==> config.mk <==
export PLATFORM = sky130hd
export DESIGN_NAME = idle_timeout_power_state_flat
export DESIGN_NICKNAME = d
export VERILOG_FILES = /design/src/sv/itps_pkg.sv /design/src/sv/itps_if.sv /design/src/sv/itps_cfg_regs.sv /design/src/sv/itps_core.sv /design/src/sv/idle_timeout_power_state.sv /design/src/flat_wrapper.sv
export SDC_FILE = /design/constraint.sdc
export NUM_CORES = 1
export LEC_CHECK = 0
export BUFFER_PORTS_ARGS = -buffer_cell sky130_fd_sc_hd__buf_2
export CAP_MARGIN = 20
export CORE_UTILIZATION = 35
export CTS_BUF_LIST = sky130_fd_sc_hd__clkbuf_8 sky130_fd_sc_hd__clkbuf_16
export DETAILED_ROUTE_END_ITERATION = 10
export PLACE_DENSITY_LB_ADDON = 0.08
export SLEW_MARGIN = 10
export SYNTH_ARGS = -nofsm -noshare
export SYNTH_HDL_FRONTEND = slang
export SYNTH_HIERARCHICAL = 1
export SYNTH_SLANG_ARGS = --single-unit
==> constraint.sdc <==
create_clock -name clk -period 7.05 [get_ports clk]
set_input_delay 1.0575 -clock clk [delete_from_list [all_inputs] [get_ports clk]]
set_output_delay 1.0575 -clock clk [all_outputs]
set_load 0.01 [all_outputs]
==> src/sv/itps_pkg.sv <==
package itps_pkg;

  // time base width and configuration port geometry
  localparam int DEF_TIME_WIDTH = 32;
  localparam int CFG_IDX_W      = 3;
  localparam int CFG_DATA_W     = 32;
  localparam int MS_W           = 32;
  localparam int BRIGHT_W       = 8;

  // register indexes
  localparam logic [CFG_IDX_W-1:0] REG_DIM_AFTER       = 3'd0;
  localparam logic [CFG_IDX_W-1:0] REG_OFF_AFTER       = 3'd1;
  localparam logic [CFG_IDX_W-1:0] REG_SLEEP_AFTER     = 3'd2;
  localparam logic [CFG_IDX_W-1:0] REG_ACTIVE_BRIGHT   = 3'd3;
  localparam logic [CFG_IDX_W-1:0] REG_DIM_BRIGHT      = 3'd4;
  localparam logic [CFG_IDX_W-1:0] REG_OFF_POLL        = 3'd5;

  // register reset values
  localparam logic [MS_W-1:0]     RST_DIM_AFTER     = 32'd30000;
  localparam logic [MS_W-1:0]     RST_OFF_AFTER     = 32'd60000;
  localparam logic [MS_W-1:0]     RST_SLEEP_AFTER   = 32'd300000;
  localparam logic [BRIGHT_W-1:0] RST_ACTIVE_BRIGHT = 8'd255;
  localparam logic [BRIGHT_W-1:0] RST_DIM_BRIGHT    = 8'd64;
  localparam logic [MS_W-1:0]     RST_OFF_POLL      = 32'd1000;

  typedef enum logic [1:0] {
    LVL_ACTIVE = 2'd0,
    LVL_DIM    = 2'd1,
    LVL_OFF    = 2'd2,
    LVL_SLEEP  = 2'd3
  } level_t;

  typedef enum logic [1:0] {
    ACT_ACTIVITY = 2'd0,
    ACT_UPDATE   = 2'd1,
    ACT_CLAIM    = 2'd2,
    ACT_RESTART  = 2'd3
  } action_t;

  typedef struct packed {
    logic [MS_W-1:0]     dim_after_ms;
    logic [MS_W-1:0]     display_off_after_ms;
    logic [MS_W-1:0]     light_sleep_after_ms;
    logic [BRIGHT_W-1:0] active_brightness;
    logic [BRIGHT_W-1:0] dim_brightness;
    logic [MS_W-1:0]     off_poll_interval_ms;
  } cfg_t;

endpackage

==> src/sv/itps_if.sv <==
interface itps_event_if;
  import itps_pkg::*;

  logic                valid;
  logic                ready;
  logic [1:0]          action;
  logic [MS_W-1:0]     now_ms;
  logic                sleep_allowed;

  modport source (output valid, action, now_ms, sleep_allowed, input ready);
  modport sink   (input valid, action, now_ms, sleep_allowed, output ready);
endinterface

interface itps_result_if;
  import itps_pkg::*;

  logic                valid;
  logic                ready;
  logic                state_changed;
  logic [1:0]          power_level;
  logic [BRIGHT_W-1:0] display_brightness;
  logic [MS_W-1:0]     poll_interval_ms;
  logic                sleep_request_taken;

  modport source (output valid, state_changed, power_level, display_brightness,
                  poll_interval_ms, sleep_request_taken, input ready);
  modport sink   (input valid, state_changed, power_level, display_brightness,
                  poll_interval_ms, sleep_request_taken, output ready);
endinterface

==> src/sv/itps_cfg_regs.sv <==
module itps_cfg_regs
  import itps_pkg::*;
(
  input  logic                  clk,
  input  logic                  rst,
  input  logic                  cfg_we,
  input  logic [CFG_IDX_W-1:0]  cfg_index,
  input  logic [CFG_DATA_W-1:0] cfg_data,
  output cfg_t                  cfg
);

  // register file, indexes beyond the list are ignored
  always_ff @(posedge clk) begin
    if (rst) begin
      cfg.dim_after_ms         <= RST_DIM_AFTER;
      cfg.display_off_after_ms <= RST_OFF_AFTER;
      cfg.light_sleep_after_ms <= RST_SLEEP_AFTER;
      cfg.active_brightness    <= RST_ACTIVE_BRIGHT;
      cfg.dim_brightness       <= RST_DIM_BRIGHT;
      cfg.off_poll_interval_ms <= RST_OFF_POLL;
    end else if (cfg_we) begin
      case (cfg_index)
        REG_DIM_AFTER:     cfg.dim_after_ms         <= cfg_data[MS_W-1:0];
        REG_OFF_AFTER:     cfg.display_off_after_ms <= cfg_data[MS_W-1:0];
        REG_SLEEP_AFTER:   cfg.light_sleep_after_ms <= cfg_data[MS_W-1:0];
        REG_ACTIVE_BRIGHT: cfg.active_brightness    <= cfg_data[BRIGHT_W-1:0];
        REG_DIM_BRIGHT:    cfg.dim_brightness       <= cfg_data[BRIGHT_W-1:0];
        REG_OFF_POLL:      cfg.off_poll_interval_ms <= cfg_data[MS_W-1:0];
        default: ;
      endcase
    end
  end

endmodule

==> src/sv/itps_core.sv <==
module itps_core
  import itps_pkg::*;
#(
  parameter int TIME_WIDTH = DEF_TIME_WIDTH
) (
  input  logic          clk,
  input  logic          rst,
  input  cfg_t          cfg,
  itps_event_if.sink    in_ch,
  itps_result_if.source out_ch
);

  localparam int CW = (TIME_WIDTH > MS_W) ? TIME_WIDTH : MS_W;

  // input register
  logic                  s1_valid;
  action_t               s1_action;
  logic [TIME_WIDTH-1:0] s1_now;
  logic                  s1_allowed;

  // machine state
  logic                  running;
  logic [TIME_WIDTH-1:0] last_time;
  level_t                level;
  logic                  pending;

  // result register
  logic                  o_valid;
  logic                  o_changed;
  level_t                o_level;
  logic [BRIGHT_W-1:0]   o_bright;
  logic [MS_W-1:0]       o_poll;
  logic                  o_taken;

  // next values
  logic                  running_next;
  logic [TIME_WIDTH-1:0] last_time_next;
  level_t                level_next;
  logic                  pending_next;
  logic                  changed;
  logic                  taken;
  logic [BRIGHT_W-1:0]   bright;
  logic [MS_W-1:0]       poll;

  logic                  advance;
  logic [CW-1:0]         now_ext;
  logic [TIME_WIDTH-1:0] idle;
  logic [CW-1:0]         idle_ext;
  level_t                idle_level;

  // handshake: the input register moves on whenever the result slot frees
  assign advance      = s1_valid && (!o_valid || out_ch.ready);
  assign in_ch.ready  = !s1_valid || advance;
  assign now_ext      = CW'(in_ch.now_ms);

  always_ff @(posedge clk) begin
    if (rst) begin
      s1_valid <= 1'b0;
    end else if (in_ch.ready) begin
      s1_valid <= in_ch.valid;
    end
  end

  always_ff @(posedge clk) begin
    if (in_ch.ready && in_ch.valid) begin
      s1_action  <= action_t'(in_ch.action);
      s1_now     <= now_ext[TIME_WIDTH-1:0];
      s1_allowed <= in_ch.sleep_allowed;
    end
  end

  // wrapping idle time against the three thresholds
  assign idle     = s1_now - last_time;
  assign idle_ext = CW'(idle);

  always_comb begin
    if (idle_ext >= CW'(cfg.light_sleep_after_ms)) begin
      idle_level = LVL_SLEEP;
    end else if (idle_ext >= CW'(cfg.display_off_after_ms)) begin
      idle_level = LVL_OFF;
    end else if (idle_ext >= CW'(cfg.dim_after_ms)) begin
      idle_level = LVL_DIM;
    end else begin
      idle_level = LVL_ACTIVE;
    end
  end

  // next state
  always_comb begin
    running_next   = running;
    last_time_next = last_time;
    level_next     = level;
    pending_next   = pending;
    changed        = 1'b0;
    taken          = 1'b0;
    case (s1_action)
      ACT_ACTIVITY: begin
        if (!running) begin
          running_next   = 1'b1;
          last_time_next = s1_now;
          level_next     = LVL_ACTIVE;
          pending_next   = 1'b0;
        end else begin
          last_time_next = s1_now;
          pending_next   = 1'b0;
          level_next     = LVL_ACTIVE;
          changed        = (level != LVL_ACTIVE);
        end
      end
      ACT_UPDATE: begin
        if (!running) begin
          running_next   = 1'b1;
          last_time_next = s1_now;
          level_next     = LVL_ACTIVE;
          pending_next   = 1'b0;
        end else if (!s1_allowed) begin
          pending_next = 1'b0;
          level_next   = LVL_ACTIVE;
          changed      = (level != LVL_ACTIVE);
        end else if (level != LVL_SLEEP && idle_level != level) begin
          level_next   = idle_level;
          pending_next = (idle_level == LVL_SLEEP);
          changed      = 1'b1;
        end
      end
      ACT_CLAIM: begin
        taken        = pending;
        pending_next = 1'b0;
      end
      ACT_RESTART: begin
        changed        = (level != LVL_ACTIVE);
        running_next   = 1'b1;
        last_time_next = s1_now;
        level_next     = LVL_ACTIVE;
        pending_next   = 1'b0;
      end
      default: ;
    endcase
  end

  // outputs for the level after the event
  always_comb begin
    bright = '0;
    poll   = '0;
    case (level_next)
      LVL_ACTIVE: bright = cfg.active_brightness;
      LVL_DIM:    bright = cfg.dim_brightness;
      LVL_OFF:    poll   = cfg.off_poll_interval_ms;
      LVL_SLEEP:  ;
      default:    ;
    endcase
  end

  // state update on each transfer out of the input register
  always_ff @(posedge clk) begin
    if (rst) begin
      running   <= 1'b0;
      last_time <= '0;
      level     <= LVL_ACTIVE;
      pending   <= 1'b0;
    end else if (advance) begin
      running   <= running_next;
      last_time <= last_time_next;
      level     <= level_next;
      pending   <= pending_next;
    end
  end

  // result register
  always_ff @(posedge clk) begin
    if (rst) begin
      o_valid <= 1'b0;
    end else if (advance) begin
      o_valid <= 1'b1;
    end else if (out_ch.ready) begin
      o_valid <= 1'b0;
    end
  end

  always_ff @(posedge clk) begin
    if (advance) begin
      o_changed <= changed;
      o_level   <= level_next;
      o_bright  <= bright;
      o_poll    <= poll;
      o_taken   <= taken;
    end
  end

  assign out_ch.valid               = o_valid;
  assign out_ch.state_changed       = o_changed;
  assign out_ch.power_level         = o_level;
  assign out_ch.display_brightness  = o_bright;
  assign out_ch.poll_interval_ms    = o_poll;
  assign out_ch.sleep_request_taken = o_taken;

  // a pending request only exists in light sleep
  a_pending_in_sleep: assert property (@(posedge clk) disable iff (rst)
    pending |-> level == LVL_SLEEP)
    else $error("sleep request pending outside light sleep");

  // before start the machine rests in active
  a_idle_before_start: assert property (@(posedge clk) disable iff (rst)
    !running |-> (level == LVL_ACTIVE && !pending))
    else $error("state moved before start");

  // a held result reports the current level
  a_result_level: assert property (@(posedge clk) disable iff (rst)
    o_valid |-> o_level == level)
    else $error("result level differs from state");

  // a claim reports the request that was pending
  a_claim_taken: assert property (@(posedge clk) disable iff (rst)
    (advance && s1_action == ACT_CLAIM) |=> o_taken == $past(pending))
    else $error("claim result wrong");

  // only a claim reports a taken request
  a_taken_only_claim: assert property (@(posedge clk) disable iff (rst)
    (advance && s1_action != ACT_CLAIM) |=> !o_taken)
    else $error("request taken outside a claim");

endmodule

==> src/sv/idle_timeout_power_state.sv <==
// channel   modport  payload                                          transfer
// in_ch     sink     action, now_ms, sleep_allowed                    valid && ready
// out_ch    source   state_changed, power_level, display_brightness,  valid && ready
//                    poll_interval_ms, sleep_request_taken
// cfg       write    cfg_we, cfg_index, cfg_data                      cfg_we
//
// One event per cycle while the result is taken or the result register is empty.
// The event goes through an input register, then one pass of subtract, three
// compares and the level update, then the result register.
// Reset (synchronous, rst high) stops the machine, clears the level to active
// and loads the register reset values.
// A stalled result holds; the input register still frees when the result is taken.
module idle_timeout_power_state
  import itps_pkg::*;
#(
  parameter int TIME_WIDTH = DEF_TIME_WIDTH
) (
  input  logic                  clk,
  input  logic                  rst,
  input  logic                  cfg_we,
  input  logic [CFG_IDX_W-1:0]  cfg_index,
  input  logic [CFG_DATA_W-1:0] cfg_data,
  itps_event_if.sink            in_ch,
  itps_result_if.source         out_ch
);

  cfg_t cfg;

  // configuration registers
  itps_cfg_regs u_cfg (
    .clk       (clk),
    .rst       (rst),
    .cfg_we    (cfg_we),
    .cfg_index (cfg_index),
    .cfg_data  (cfg_data),
    .cfg       (cfg)
  );

  // event processing
  itps_core #(
    .TIME_WIDTH (TIME_WIDTH)
  ) u_core (
    .clk    (clk),
    .rst    (rst),
    .cfg    (cfg),
    .in_ch  (in_ch),
    .out_ch (out_ch)
  );

endmodule

==> src/flat_wrapper.sv <==
// flat-port wrapper written by rule: the top's interface ports become plain ports
module idle_timeout_power_state_flat import itps_pkg::*;
#(
  parameter int TIME_WIDTH = DEF_TIME_WIDTH
)
  (clk, rst, cfg_we, cfg_index, cfg_data, in_ch_valid, in_ch_action, in_ch_now_ms, in_ch_sleep_allowed, in_ch_ready, out_ch_valid, out_ch_state_changed, out_ch_power_level, out_ch_display_brightness, out_ch_poll_interval_ms, out_ch_sleep_request_taken, out_ch_ready);
  itps_event_if in_ch_i ();
  itps_result_if out_ch_i ();
  input  logic clk;
  input  logic rst;
  input  logic cfg_we;
  input  logic [CFG_IDX_W-1:0] cfg_index;
  input  logic [CFG_DATA_W-1:0] cfg_data;
  input wire logic [$bits(in_ch_i.valid)-1:0] in_ch_valid;
  input wire logic [$bits(in_ch_i.action)-1:0] in_ch_action;
  input wire logic [$bits(in_ch_i.now_ms)-1:0] in_ch_now_ms;
  input wire logic [$bits(in_ch_i.sleep_allowed)-1:0] in_ch_sleep_allowed;
  output wire logic [$bits(in_ch_i.ready)-1:0] in_ch_ready;
  output wire logic [$bits(out_ch_i.valid)-1:0] out_ch_valid;
  output wire logic [$bits(out_ch_i.state_changed)-1:0] out_ch_state_changed;
  output wire logic [$bits(out_ch_i.power_level)-1:0] out_ch_power_level;
  output wire logic [$bits(out_ch_i.display_brightness)-1:0] out_ch_display_brightness;
  output wire logic [$bits(out_ch_i.poll_interval_ms)-1:0] out_ch_poll_interval_ms;
  output wire logic [$bits(out_ch_i.sleep_request_taken)-1:0] out_ch_sleep_request_taken;
  input wire logic [$bits(out_ch_i.ready)-1:0] out_ch_ready;
  assign in_ch_i.valid = in_ch_valid;
  assign in_ch_i.action = in_ch_action;
  assign in_ch_i.now_ms = in_ch_now_ms;
  assign in_ch_i.sleep_allowed = in_ch_sleep_allowed;
  assign in_ch_ready = in_ch_i.ready;
  assign out_ch_valid = out_ch_i.valid;
  assign out_ch_state_changed = out_ch_i.state_changed;
  assign out_ch_power_level = out_ch_i.power_level;
  assign out_ch_display_brightness = out_ch_i.display_brightness;
  assign out_ch_poll_interval_ms = out_ch_i.poll_interval_ms;
  assign out_ch_sleep_request_taken = out_ch_i.sleep_request_taken;
  assign out_ch_i.ready = out_ch_ready;
  idle_timeout_power_state #(.TIME_WIDTH(TIME_WIDTH)) u_core (.clk(clk), .rst(rst), .cfg_we(cfg_we), .cfg_index(cfg_index), .cfg_data(cfg_data), .in_ch(in_ch_i), .out_ch(out_ch_i));
endmodule
== Yosys cells after proc, flatten, opt, wreduce, memory -nomap -nowiden ==
Cells that the tools add are included.

* Output and inout port bits: 46
* Logic and storage cells: 85
* Bits of input ports: 75
* Memories kept: 0
* RAM bits: 0
* Memory bits (read-only): 0
* Bits in registers: 261
* Latch bits: 0

* $add $sub $neg: 1
* Shifts and indexed selects: 0
* Multipliers: 0
* Order comparisons: 3
* Equality and inequality tests: 15
* Multiplexer cells: 21
* Bitwise operators: 0
* Reduce and logical (&&, ||, !) cells: 25
* Div/mod/pow operators: 0

{| class="wikitable"
|+ Operators with widths
! cell !! number
|-
| $ge 32x32->1 || 3
|-
| $pmux 32 s2 || 1
|-
| $mux 32 || 1
|-
| $sub 32x32->32 || 1
|-
| $pmux 8 s2 || 1
|-
| $reduce_and 2->1 || 8
|-
| $mux 1 || 10
|-
| $mux 2 || 5
|-
| $eq 2x2->1 const B || 4
|-
| $eq 3x2->1 const B || 2
|-
| $eq 3x3->1 const B || 2
|-
| $reduce_bool 2->1 || 3
|-
| $reduce_or 3->1 || 2
|-
| $eq 2x1->1 const B || 2
|-
| $logic_not 2->1 || 2
|-
| $ne 2x2->1 const B || 2
|-
| $ne 4x4->1 const B || 1
|-
| $pmux 2 s2 || 1
|-
| $eq 3x1->1 const B || 1
|-
| $logic_and 1x1->1 || 3
|-
| $logic_not 3->1 || 1
|-
| $pmux 1 s3 || 1
|-
| $reduce_and 3->1 || 1
|-
| $logic_not 1->1 || 2
|-
| 4 further kinds || 5
|}

== Longest topological paths before layout ==
Gate-level depths: netlist of the first run.

* Depth in word-level cells: 13
* Gate-level depth with buffers: 24
* Depth with buffers taken out: 23

== Modules after synthesis ==
The synthesis of the first run kept the hierarchy.

{| class="wikitable"
|+ Modules (own cells, without submodules)
! module !! times used !! area each (um^2) !! cells each !! seq. area each (um^2)
|-
| itps_core || 1 || 8293.0 || 903 || 3133.0
|-
| itps_cfg_regs || 1 || 5689.2 || 532 || 2882.8
|}

== Worst setup path after synthesis of the first run ==
OpenSTA, ideal clock, no wires.

* Path type: reg2reg
* Start: reg u_core.u_core.s1_now[0]
* End: reg u_core.u_core.o_bright[0], in the netlist u_core/u_core/out_ch.display_brightness[0], data pin
* Period minus slack after synthesis: 5141 ps
* Path slack: 1909 ps
* Arrival time: 4876 ps
* Path buffers: 1
* Setup time: 265 ps
* Data required time: 6785 ps
* Cell stages (with the launch flop): 25
* Cell sequence: edfxtp_1 inv_1 ha_1 inv_1 fa_1 a21o_1 a2111oi_4 o21ai_2 o211ai_2 a21oi_2 a2111oi_4 nor2_2 a221oi_2 xnor2_1 ha_1 nand3_1 nor4_1 o21ai_0 or2_0 o22ai_1 a21oi_1 a311oi_4 buf_6 mux2i_1 nor2_1

* Word-level cells in the longest chain between the ends: 13
* Elaborated cells on any way between the ends: 16
* Those cells by class: add/sub: 1; order compare: 3; eq/ne: 2; mux: 8; reduce/logical: 2

{| class="wikitable"
|+ RTL lines
! item !! RTL line !! source
|-
| from (decl) || itps_core.sv:18 || <nowiki>logic [TIME_WIDTH-1:0] s1_now;</nowiki>
|-
| from (signal assigned) || itps_core.sv:67 || <nowiki>s1_now <= now_ext[TIME_WIDTH-1:0];</nowiki>
|-
| $sub 32x32->32 (*) || itps_core.sv:73 || <nowiki>assign idle = s1_now - last_time;</nowiki>
|-
| $ge 32x32->1 || itps_core.sv:81 || <nowiki>end else if (idle_ext >= CW'(cfg.dim_after_ms)) begin</nowiki>
|-
| $mux 1 || itps_core.sv:81 ||
|-
| $mux 2 || itps_core.sv:79 || <nowiki>end else if (idle_ext >= CW'(cfg.display_off_after_ms)) begin</nowiki>
|-
| $mux 2 (*) || itps_core.sv:77 || <nowiki>if (idle_ext >= CW'(cfg.light_sleep_after_ms)) begin</nowiki>
|-
| $ne 2x2->1 || itps_core.sv:120 || <nowiki>end else if (level != LVL_SLEEP && idle_level != level) begin</nowiki>
|-
| $logic_and 1x1->1 || itps_core.sv:120 ||
|-
| $mux 2 (*) || itps_core.sv:120 ||
|-
| $mux 2 (*) || itps_core.sv:116 || <nowiki>end else if (!s1_allowed) begin</nowiki>
|-
| $mux 2 (*) || itps_core.sv:111 || <nowiki>if (!running) begin</nowiki>
|-
| $pmux 2 s2 (*) || itps_core.sv:96 || <nowiki>case (s1_action)</nowiki>
|-
| $eq 2x1->1 or $logic_not 2->1 (tied branches) || itps_core.sv:145 || <nowiki>case (level_next)</nowiki>
|-
| $pmux 8 s2 (*) || itps_core.sv:145 ||
|-
| net u_core.u_core.bright[0] || itps_core.sv:42 || <nowiki>logic [BRIGHT_W-1:0] bright;</nowiki>
|-
| to (signal assigned) || itps_core.sv:184 || <nowiki>o_bright <= bright;</nowiki>
|-
| to (decl) || itps_core.sv:31 || <nowiki>logic [BRIGHT_W-1:0] o_bright;</nowiki>
|}

Mark *: on every way through the listed nets, which the timed path passes. The rest lies on a longest branch.
A chain may end at the register's enable or synchronous reset.

== Final worst setup path of the first run ==
* Start: reg u_core.u_core.s1_now[0]
* End: reg u_core.u_core.o_bright[7], in the netlist u_core/u_core/out_ch.display_brightness[7], data pin

Same word-level chain as after synthesis.

==> results.sh, run 1 <==
export IMPL_syn_inst=1435
export IMPL_hold_end="u_core/u_core/last_time[9]"
export IMPL_crit_required_ps=7360
export IMPL_ys_warn_count=6
export IMPL_intPower_mw=2.79
export IMPL_overflow=0
export IMPL_dpl_cell_area_um2=15100
export IMPL_synth_seq_cells=261
export IMPL_syn_avg_cell_area_um2=9.74
export IMPL_worstMarginPinSlew_ps=915
export IMPL_grt_pass1_vias=9579
export IMPL_power_share_clock_pct=40.9
export IMPL_netlist_area_um2=14000
export IMPL_vias=9837
export IMPL_antenna_found_initial=0
export IMPL_io_buffers=120
export IMPL_p_switching_mw=1.06
export IMPL_drt_iter0_drc=397
export IMPL_grtUsageMet2_pct=23.5
export IMPL_cp_max_fo=42
export IMPL_rsz0062_at_grt="no"
export IMPL_sw_frac_of_total_pct=27.6
export IMPL_r2r_start="u_core/u_core/s1_now[0]"
export IMPL_grt_busiest_layer="met1"
export IMPL_post_cts_setup_buffers=0
export IMPL_synthFlopType="dfxtp_1"
export IMPL_status="completed"
export IMPL_gp_congestion=0.801
export IMPL_dieArea_um2=40800
export IMPL_dp_hpwl_mm=23.9
export IMPL_met3_usage_pct=2.45
export IMPL_multi_input_area_um2=7240
export IMPL_fmax_mhz=167
export IMPL_final_period_utilization_pct=84.9
export IMPL_cts_root_buffer="clkbuf_16"
export IMPL_timing_max_cap_violations=0
export IMPL_io_pins=121
export IMPL_ctsHtreeMaxLevel=1
export IMPL_wl_per_cell_um=16.1
export IMPL_finalHoldViolations=0
export IMPL_wirelength_mm=33.5
export IMPL_grt_pass1_wl_mm=53.0
export IMPL_cts_buffer_depth=3
export IMPL_holdCritStartpoint="u_core/u_core/last_time[9]"
export IMPL_drive_above_1_share_pct=12.5
export IMPL_detail_route_vias_per_cell=4.72
export IMPL_reg2reg_to="u_core/u_core/out_ch.display_brightness[7]"
export IMPL_min_path_type="flip-flop to flip-flop"
export IMPL_critPathCaptureType="flip-flop"
export IMPL_use_met1_pct=25.1
export IMPL_mappedNetlistNets=1638
export IMPL_async_flop_share_pct=0
export IMPL_setup_viol=0
export IMPL_grt_max_degree=126
export IMPL_synth_distinct_cells=64
export IMPL_track_usage_pct=16.3
export IMPL_synth_top_area_share_pct=26.1
export IMPL_die_w_um=202
export IMPL_post_cts_resize_count=0
export IMPL_synthToLayoutAreaGrowth_pct=15.2
export IMPL_cts_tree="yes"
export IMPL_fin_util_pct=41.3
export IMPL_combPwrFrac_pct=16.9
export IMPL_dr_pass1_iters=5
export IMPL_final_min_clock_period_ps=5990
export IMPL_regToRegSetupSlack_ps=1060
export IMPL_synth_edff_count=79
export IMPL_path_class="flip-flop to flip-flop"
export IMPL_ys_top_cells_by_area="dfxtp_1 26%, edfxtp_1 17%, ha_1 11%, mux2i_1 11%, nand2b_1 6.6%"
export IMPL_slew_viol_final=0
export IMPL_p_per_area_nw_per_um2=239
export IMPL_ys_seq_area_share_pct=43.0
export IMPL_power_frac_seq_pct=42.1
export IMPL_regArea_um2=6020
export IMPL_skew_ps=18.7
export IMPL_fp_row_count=72
export IMPL_die_h_um=202
export IMPL_reg2regPathDepth=24
export IMPL_p_leak_nw=7.03
export IMPL_cts_sinks=261
export IMPL_worstPathArrival_ps=6300
export IMPL_start_util_pct=35.8
export IMPL_start_kind="flip-flop"
export IMPL_synth_area_leader_cell="dfxtp_1"
export IMPL_hold_path_depth=2
export IMPL_holdBufCountCts=0
export IMPL_post_route_drc_count=0
export IMPL_core_um2=39000
export IMPL_layout_nets=1741
export IMPL_setup_tns_final_ps=0
export IMPL_final_antenna_net_count=0
export IMPL_clk_pin_slew_ps=60
export IMPL_postLayoutCellArea_um2=16100
export IMPL_vdd_ir_drop_max_v=0.000169
export IMPL_fillCellCount=3892
export IMPL_numCtsBuffers=31
export IMPL_worst_slew_margin_rel_pct=38.9
export IMPL_clock_latency_ps=590
==> cells by family after synthesis <==
group                      share of synthesized area [%]
muxes                                               10.9
AOI/OAI and AO/OA                                   10.4
DFF                                                 43.0
and+or+nand+nor                                     17.1
buffers and inverters                               5.57
adders and majority gates                           11.5
xor gates and xnor gates                            1.57
==> layout make-up <==
type / count / share of cell area [%]
clock inverters: 22 / 1.06
diodes: 1 / 0.0155
clock buffers: 36 / 5.24
inverters: 132 / 3.08
repair buffers: 132 / 4.33
multi-input cells: 980 / 44.9
well taps: 518 / 4.02
flip-flops and latches: 261 / 37.3
==> sequential cells by signal, summed over array words and instances (netlist names) <==
name                                      count
u_core/u_core/level                           2
u_core/u_core/out_ch.display_brightness       8
u_core/u_core/s1_valid                        1
u_core/u_core/s1_action                       2
u_core/u_core/s1_now                         32
u_core/u_core/out_ch.valid                    1
u_core/u_cfg/cfg                            144
u_core/u_core/out_ch.sleep_request_taken      1
u_core/u_core/out_ch.state_changed            1
u_core/u_core/out_ch.power_level              2
u_core/u_core/out_ch.poll_interval_ms        32
u_core/u_core/running                         1
u_core/u_core/pending                         1
u_core/u_core/last_time                      32
u_core/u_core/s1_allowed                      1
==> synth_stat cells (13+ instances only) <==
library cell  count
dfxtp_1         182
mux2i_1         152
nand2b_1        148
inv_1           132
ha_1            127
nor2_1          105
nand2_1          98
a21oi_1          86
edfxtp_1         79
clkbuf_1         40
and3_1           39
a21o_1           34
o21ai_0          29
xnor2_1          19
buf_2            13
==> layout by cell type, fill, tap and decap left out, types with 12 or more instances in the layout <==
master / count
a21oi_1: 86
ha_1: 127
buf_4: 12
clkbuf_16: 31
mux2i_1: 152
dfxtp_1: 182
o21ai_0: 29
xnor2_1: 19
a21o_1: 34
inv_1: 142
edfxtp_1: 79
nand2b_1: 148
nand2_1: 98
buf_2: 119
nor2_1: 104
and3_1: 39
==> routing by layer <==
metal | vias to the layer above | wire length [µm]
met5 | - | 0
met4 | 0 | 650
met3 | 41 | 1060
met2 | 140 | 13500
met1 | 4504 | 18200
li1 | 5152 | -
==> worst max-delay path by stage <==
stage | from | end | depth (start not counted)
floorplan | u_core/u_core/s1_now[0] | u_core/u_core/out_ch.display_brightness[0] | 24
global placement | u_core/u_core/s1_now[0] | u_core/u_core/out_ch.display_brightness[5] | 24
detailed placement | u_core/u_core/s1_now[4] | u_core/u_core/out_ch.display_brightness[7] | 19
CTS | u_core/u_core/s1_now[0] | u_core/u_core/out_ch.display_brightness[7] | 24
global route | u_core/u_core/s1_now[0] | u_core/u_core/out_ch.display_brightness[5] | 24
finish | u_core/u_core/s1_now[0] | u_core/u_core/out_ch.display_brightness[7] | 24
==> power groups by stage <==
stage	clock network, mW	registers, mW	logic (mW)
after floorplan	0	1.66	0.459
after global placement	0	1.65	0.646
after detailed placement	0	1.65	0.653
after CTS	1.63	1.62	0.657
after global routing	1.68	1.63	0.741
final	1.58	1.62	0.652
==> per-stage QoR <==
stage | instances | total power [mW] | setup slack (ps) | hold WS [ps]
after global placement | 2023 | 2.30 | 1190 | 442
after global routing | 2081 | 4.05 | 623 | 467
after floorplan | 1435 | 2.11 | 1910 | 436
after detailed placement | 2023 | 2.31 | 1040 | 447
after CTS | 2081 | 3.91 | 1040 | 455
final | 2082 | 3.85 | 1060 | 451
==> worst max-delay path, cell delays in order (launching register included) <==
cell	delay [ps]
edfxtp_1	380
inv_1	70
ha_1	150
inv_1	50
fa_1	390
a21o_1	210
a2111oi_4	400
o21ai_2	150
o211ai_2	270
a21oi_2	110
a2111oi_4	420
nor2_2	60
a221oi_2	270
xnor2_1	180
ha_1	330
nand3_1	120
nor4_1	320
o21ai_0	160
or2_0	240
o22ai_1	180
a21oi_1	140
a311oi_4	320
buf_4	440
mux2i_1	250
nor2_1	50
Power figures use the tool's default switching activity.
==> run 2, diff against run 1 <==
==> constraint.sdc (replaced) <==
create_clock -name clk -period 5.5 [get_ports clk]
set_input_delay 0.825 -clock clk [delete_from_list [all_inputs] [get_ports clk]]
set_output_delay 0.825 -clock clk [all_outputs]
set_load 0.01 [all_outputs]
==> run 2 against run 1 <==
- sequential power grew 28%
- non-clock buffer count grew 32
- design area grew 2.5%
- die area is the same
- worst setup slack lost 880 ps
- clock skew shrank 6.9 ps
- critical path depth grew 2
- clock-buffer cell count shrank 1
- largest power group unchanged
- highest routed layer unchanged
==> results.sh, run 2 (synthesized netlist as in run 1, its figures left out) <==
export IMPL_wirelength_mm=33.5
export IMPL_dpl_cell_area_um2=15300
export IMPL_overflow=0
export IMPL_skew_ps=11.9
export IMPL_sw_frac_of_total_pct=27.4
export IMPL_clock_latency_ps=570
export IMPL_gp_congestion=0.802
export IMPL_rsz0062_at_grt="yes"
export IMPL_path_class="flip-flop to flip-flop"
export IMPL_hold_path_depth=1
export IMPL_timing_max_cap_violations=0
export IMPL_layout_common_cells="182 x dfxtp_1, 151 x mux2i_1, 148 x nand2b_1"
export IMPL_antenna_found_initial=0
export IMPL_dp_hpwl_mm=24.0
export IMPL_final_common_cell="dfxtp_1"
export IMPL_slew_viol_final=0
export IMPL_fp_row_count=72
export IMPL_p_per_area_nw_per_um2=302
export IMPL_setup_viol=0
export IMPL_final_period_utilization_pct=96.7
export IMPL_synthToLayoutAreaGrowth_pct=18.1
export IMPL_setup_tns_final_ps=0
export IMPL_drive_above_1_share_pct=15.6
export IMPL_max_stage_delay_ps=380
export IMPL_vias=9926
export IMPL_final_antenna_net_count=0
export IMPL_finalHoldViolations=0
export IMPL_layout_nets=1773
export IMPL_worstPathArrival_ps=5640
export IMPL_top_register="u_core/u_cfg/cfg"
export IMPL_grt_pass1_vias=9683
export IMPL_io_pins=121
export IMPL_post_route_drc_count=0
export IMPL_intPower_mw=3.62
export IMPL_start_kind="flip-flop"
export IMPL_worstMarginPinSlew_ps=899
export IMPL_multi_input_area_um2=7360
export IMPL_min_path_type="input pin to flip-flop"
export IMPL_wl_per_cell_um=15.9
export IMPL_track_usage_pct=16.3
export IMPL_dieArea_um2=40800
export IMPL_fin_util_pct=42.3
export IMPL_grt_max_degree=133
export IMPL_p_switching_mw=1.37
export IMPL_combPwrFrac_pct=18.3
export IMPL_crit_required_ps=5830
export IMPL_critPathMostFrequentCell="buf_4"
export IMPL_cts_tree="yes"
export IMPL_drt_iter0_drc=431
export IMPL_die_h_um=202
export IMPL_io_buffers=120
export IMPL_power_share_clock_pct=40.0
export IMPL_regArea_um2=6020
export IMPL_clk_pin_slew_ps=60
export IMPL_final_min_clock_period_ps=5320
export IMPL_slowest_stage="edfxtp_1"
export IMPL_cts_sinks=261
export IMPL_fillCellCount=3825
export IMPL_largest_register_ff_count=144
export IMPL_status="completed"
export IMPL_cp_max_fo=8
export IMPL_die_w_um=202
export IMPL_ctsHtreeMaxLevel=1
export IMPL_critPathCaptureType="flip-flop"
export IMPL_core_um2=39000
export IMPL_detail_route_vias_per_cell=4.70
export IMPL_power_frac_seq_pct=41.7
export IMPL_vdd_ir_drop_max_v=0.000195
export IMPL_cts_buffer_depth=3
export IMPL_start_util_pct=35.8
export IMPL_dr_pass1_iters=5
export IMPL_grt_pass1_wl_mm=53.3
export IMPL_cts_root_buffer="clkbuf_16"
export IMPL_fmax_mhz=188
export IMPL_numCtsBuffers=31
export IMPL_postLayoutCellArea_um2=16500
export IMPL_p_leak_nw=7.25
export IMPL_worst_slew_margin_rel_pct=39.9
export IMPL_hold_ws_ps=428
export IMPL_reg2regPathDepth=26
export IMPL_antenna_cells=0
## run 2: changes by cell type in the layout (fill, tap and decap cells not counted), moves of 3 or more
cell,previous run,this run
buf_4,12,38
o21ai_0,29,25
a21oi_1,86,83
a21oi_2,2,5
buf_12,0,3
o21ai_1,1,4
xnor2_1,19,16
xnor2_2,0,3
## run 2: what timing repair did
| item | CTS | global route |
|---|---|---|
| hold buffers | 0 | 0 |
| pin swaps | 2 | 22 |
| setup buffers | 0 | 5 |
| gates resized for setup | 3 | 28 |
| hold endpoints to repair | 0 | 0 |
| setup endpoints to repair | 39 | 44 |
| cloned | 0 | 1 |
## run 2: worst paths after layout
check | startpoint | endpoint | slack (ps)
max | u_core/u_core/s1_now[0] | u_core/u_core/out_ch.display_brightness[5] | 180
min | in_ch_now_ms[9] | u_core/u_core/s1_now[9] | 430
max reg2reg | u_core/u_core/s1_now[0] | u_core/u_core/out_ch.display_brightness[5] | 180
min reg2reg | u_core/u_core/last_time[24] | u_core/u_core/last_time[24] | 450
## run 2: per-layer routing
layer  GRT usage, %  part of all wire [%]  wire length [µm]  up-vias
li1               -                     -                 -     5219
met1           24.5                    53             17900     4511
met2           24.3                    41             13800      160
met3           2.26                   4.0              1330       36
met4           3.65                   1.4               474        0
met5              0                     0                 0        -
## run 2: final cells by class
class,instances,share of cell area (%)
clock buffer,35,5.10
clock inverter,23,0.985
inverter,132,3.00
multi-input combinational,980,44.5
sequential,261,36.4
tap,518,3.92
timing repair buffer,164,6.02
## run 2: power groups by stage
stage	Sequential, mW	Combinational (mW)	Clock (mW)
after detailed placement	2.12	0.879	0
after global routing	2.09	1.03	2.15
after floorplan	2.12	0.588	0
final	2.08	0.913	2.00
after CTS	2.08	0.886	2.08
after global placement	2.12	0.866	0
## run 2: per-stage QoR
| step | setup WS (ps) | cells | power (mW) |
|---|---|---|---|
| 2_1_floorplan | 359 | 1435 | 2.71 |
| 3_3_place_gp | -48.0 | 2048 | 2.99 |
| 3_5_place_dp | -188 | 2049 | 3.00 |
| 4_1_cts | 35.2 | 2107 | 5.04 |
| 5_1_grt | -146 | 2113 | 5.26 |
| 6_report | 182 | 2113 | 4.99 |
## run 2: critical path: cells and delay by family (launching register included)
kind | cells | cell delay [ps]
adders and majority gates | 3 | 770
buffers and inverters | 7 | 870
and+or+nand+nor | 2 | 140
AOI/OAI and AO/OA | 12 | 2650
xor gates and xnor gates | 1 | 70
DFF | 1 | 380
muxes | 1 | 200
==> run 3, diff against run 2 <==
--- a/config.mk
+++ b/config.mk
@@ -7,7 +7,7 @@
 export LEC_CHECK = 0
 export BUFFER_PORTS_ARGS = -buffer_cell sky130_fd_sc_hd__buf_2
 export CAP_MARGIN = 20
-export CORE_UTILIZATION = 35
+export CORE_UTILIZATION = 50
 export CTS_BUF_LIST = sky130_fd_sc_hd__clkbuf_8 sky130_fd_sc_hd__clkbuf_16
 export DETAILED_ROUTE_END_ITERATION = 10
 export PLACE_DENSITY_LB_ADDON = 0.08
==> run 3 against run 2 <==
- final cell count fell by 7.6%
- flip-flop and latch count did not move
- global-route usage rose by 4.6 points
- wire length fell by 10%
- worst hold slack improved by 24 ps
- clock skew fell by 4.1 ps
- critical path depth fell by 1
- largest power group unchanged
==> results.sh, run 3 (synthesized netlist as in run 1, its figures left out) <==
export IMPL_start_util_pct=51.5
export IMPL_io_pins=121
export IMPL_fmax_mhz=189
export IMPL_wirelength_mm=30.1
export IMPL_dpl_cell_area_um2=15000
export IMPL_overflow=0
export IMPL_vdd_ir_drop_max_v=0.000222
export IMPL_grt_max_degree=129
export IMPL_status="completed"
export IMPL_skew_ps=7.76
export IMPL_crit_path_end="u_core/u_core/out_ch.display_brightness[1]"
export IMPL_min_path_type="input pin to flip-flop"
export IMPL_post_route_drc_count=0
export IMPL_slowest_stage="edfxtp_1"
export IMPL_setup_tns_final_ps=0
export IMPL_top_register="u_core/u_cfg/cfg"
export IMPL_regToRegSetupSlack_ps=210
export IMPL_ctsHtreeMaxLevel=1
export IMPL_layout_common_cells="182 x dfxtp_1, 152 x mux2i_1, 148 x nand2b_1"
export IMPL_drive_above_1_share_pct=15.1
export IMPL_grt_pass1_vias=9486
export IMPL_io_buffers=120
export IMPL_cp_max_fo=6
export IMPL_max_stage_delay_ps=380
export IMPL_cts_sinks=261
export IMPL_timing_max_cap_violations=0
export IMPL_clock_latency_ps=550
export IMPL_reg2regPathDepth=25
export IMPL_crit_required_ps=5800
export IMPL_holdCritStartpoint="in_ch_now_ms[15]"
export IMPL_path_class="flip-flop to flip-flop"
export IMPL_worstSetupStartpoint="u_core/u_core/s1_now[0]"
export IMPL_cts_tree="yes"
export IMPL_worstMarginPinSlew_ps=866
export IMPL_final_common_cell="dfxtp_1"
export IMPL_postLayoutCellArea_um2=16200
export IMPL_hold_ws_ps=452
export IMPL_cts_buffer_depth=3
export IMPL_reg2reg_to="u_core/u_core/out_ch.display_brightness[1]"
export IMPL_dr_pass1_iters=5
export IMPL_vias=10127
export IMPL_final_min_clock_period_ps=5290
export IMPL_antenna_cells=0
export IMPL_critPathMostFrequentCell="a21o_1"
export IMPL_track_usage_pct=20.9
export IMPL_cts_root_buffer="clkbuf_16"
export IMPL_setup_viol=0
export IMPL_r2r_start="u_core/u_core/s1_now[0]"
export IMPL_numCtsBuffers=28
export IMPL_final_antenna_net_count=0
export IMPL_detail_route_vias_per_cell=5.19
export IMPL_total_power_mw=4.86
export IMPL_worst_slew_margin_rel_pct=42.2
export IMPL_clk_pin_slew_ps=60
export IMPL_wl_per_cell_um=15.4
export IMPL_core_um2=27200
export IMPL_fp_row_count=60
export IMPL_p_leak_nw=7.15
export IMPL_rsz0062_at_grt="yes"
export IMPL_dieArea_um2=28600
export IMPL_p_per_area_nw_per_um2=300
export IMPL_synthToLayoutAreaGrowth_pct=15.9
export IMPL_largest_register_ff_count=144
export IMPL_drt_iter0_drc=593
export IMPL_dp_hpwl_mm=21.3
export IMPL_slew_viol_final=0
export IMPL_start_kind="flip-flop"
export IMPL_worstPathArrival_ps=5590
export IMPL_die_h_um=169
export IMPL_antenna_found_initial=0
export IMPL_critPathCaptureType="flip-flop"
export IMPL_die_w_um=169
export IMPL_final_period_utilization_pct=96.2
export IMPL_gp_congestion=0.855
export IMPL_finalHoldViolations=0
export IMPL_layout_nets=1762
export IMPL_grt_pass1_wl_mm=48.2
run 3: what timing repair did:
action / in CTS / in global routing
endpoints found under the setup margin: 25 / 45
gates cloned: 1 / 0
hold endpoints to repair: 0 / 0
hold buffers: 0 / 0
buffers inserted: 1 / 8
gates resized for setup: 2 / 31
pin swaps: 2 / 21
run 3: power by group:
| part | leakage (nW) | switching, mW | internal, mW |
|---|---|---|---|
| Combinational | 4.46 | 0.508 | 0.381 |
| Sequential | 2.21 | 0.0301 | 2.05 |
| Clock | 0.483 | 0.767 | 1.12 |
run 3: per-stage QoR:
stage	setup slack (ps)	cells	util, %
floorplan	359	1435	-
global placement	31.6	1891	55.4
detailed placement	-83.3	1891	55.4
CTS	-5.16	1945	59.0
global route	-73.4	1953	59.6
finish	210	1953	59.6
run 3: layout make-up:
cell class | count | area (µm²)
clock inverter | 21 | 183
inverter | 132 | 495
multi-input combinational | 980 | 7350
clock buffer | 31 | 753
timing repair buffer | 156 | 940
fill | 2388 | 11000
sequential | 261 | 6020
tap | 372 | 465
run 3: worst min path at each step:
stage | to | slack [ps] | cells past startpoint
2_1_floorplan | u_core/u_core/last_time[10] | 440 | 2
3_3_place_gp | u_core/u_core/last_time[11] | 440 | 2
3_5_place_dp | u_core/u_core/last_time[28] | 450 | 2
4_1_cts | u_core/u_core/s1_now[10] | 420 | 1
5_1_grt | u_core/u_core/s1_now[8] | 420 | 1
6_report | u_core/u_core/s1_now[15] | 450 | 1
run 3: routing by layer:
| layer | global-route usage, % | share of wire [%] | vias to the layer above |
|---|---|---|---|
| li1 | - | - | 5204 |
| met1 | 31.5 | 52 | 4682 |
| met2 | 31.3 | 41 | 205 |
| met3 | 2.87 | 4.8 | 36 |
| met4 | 4.82 | 1.4 | 0 |
| met5 | 0 | 0 | - |
run 3: critical path: cells and delay by family (launching register included):
kind                     cells  cell delay (ps)
flip-flops                   1              380
adder cells (fa/ha/maj)      3              800
XOR/XNOR                     1              130
AO/OA/AOI/OAI               11             2290
multiplexers                 1              190
buffers and inverters        4              380
AND/OR/NAND/NOR              5              850
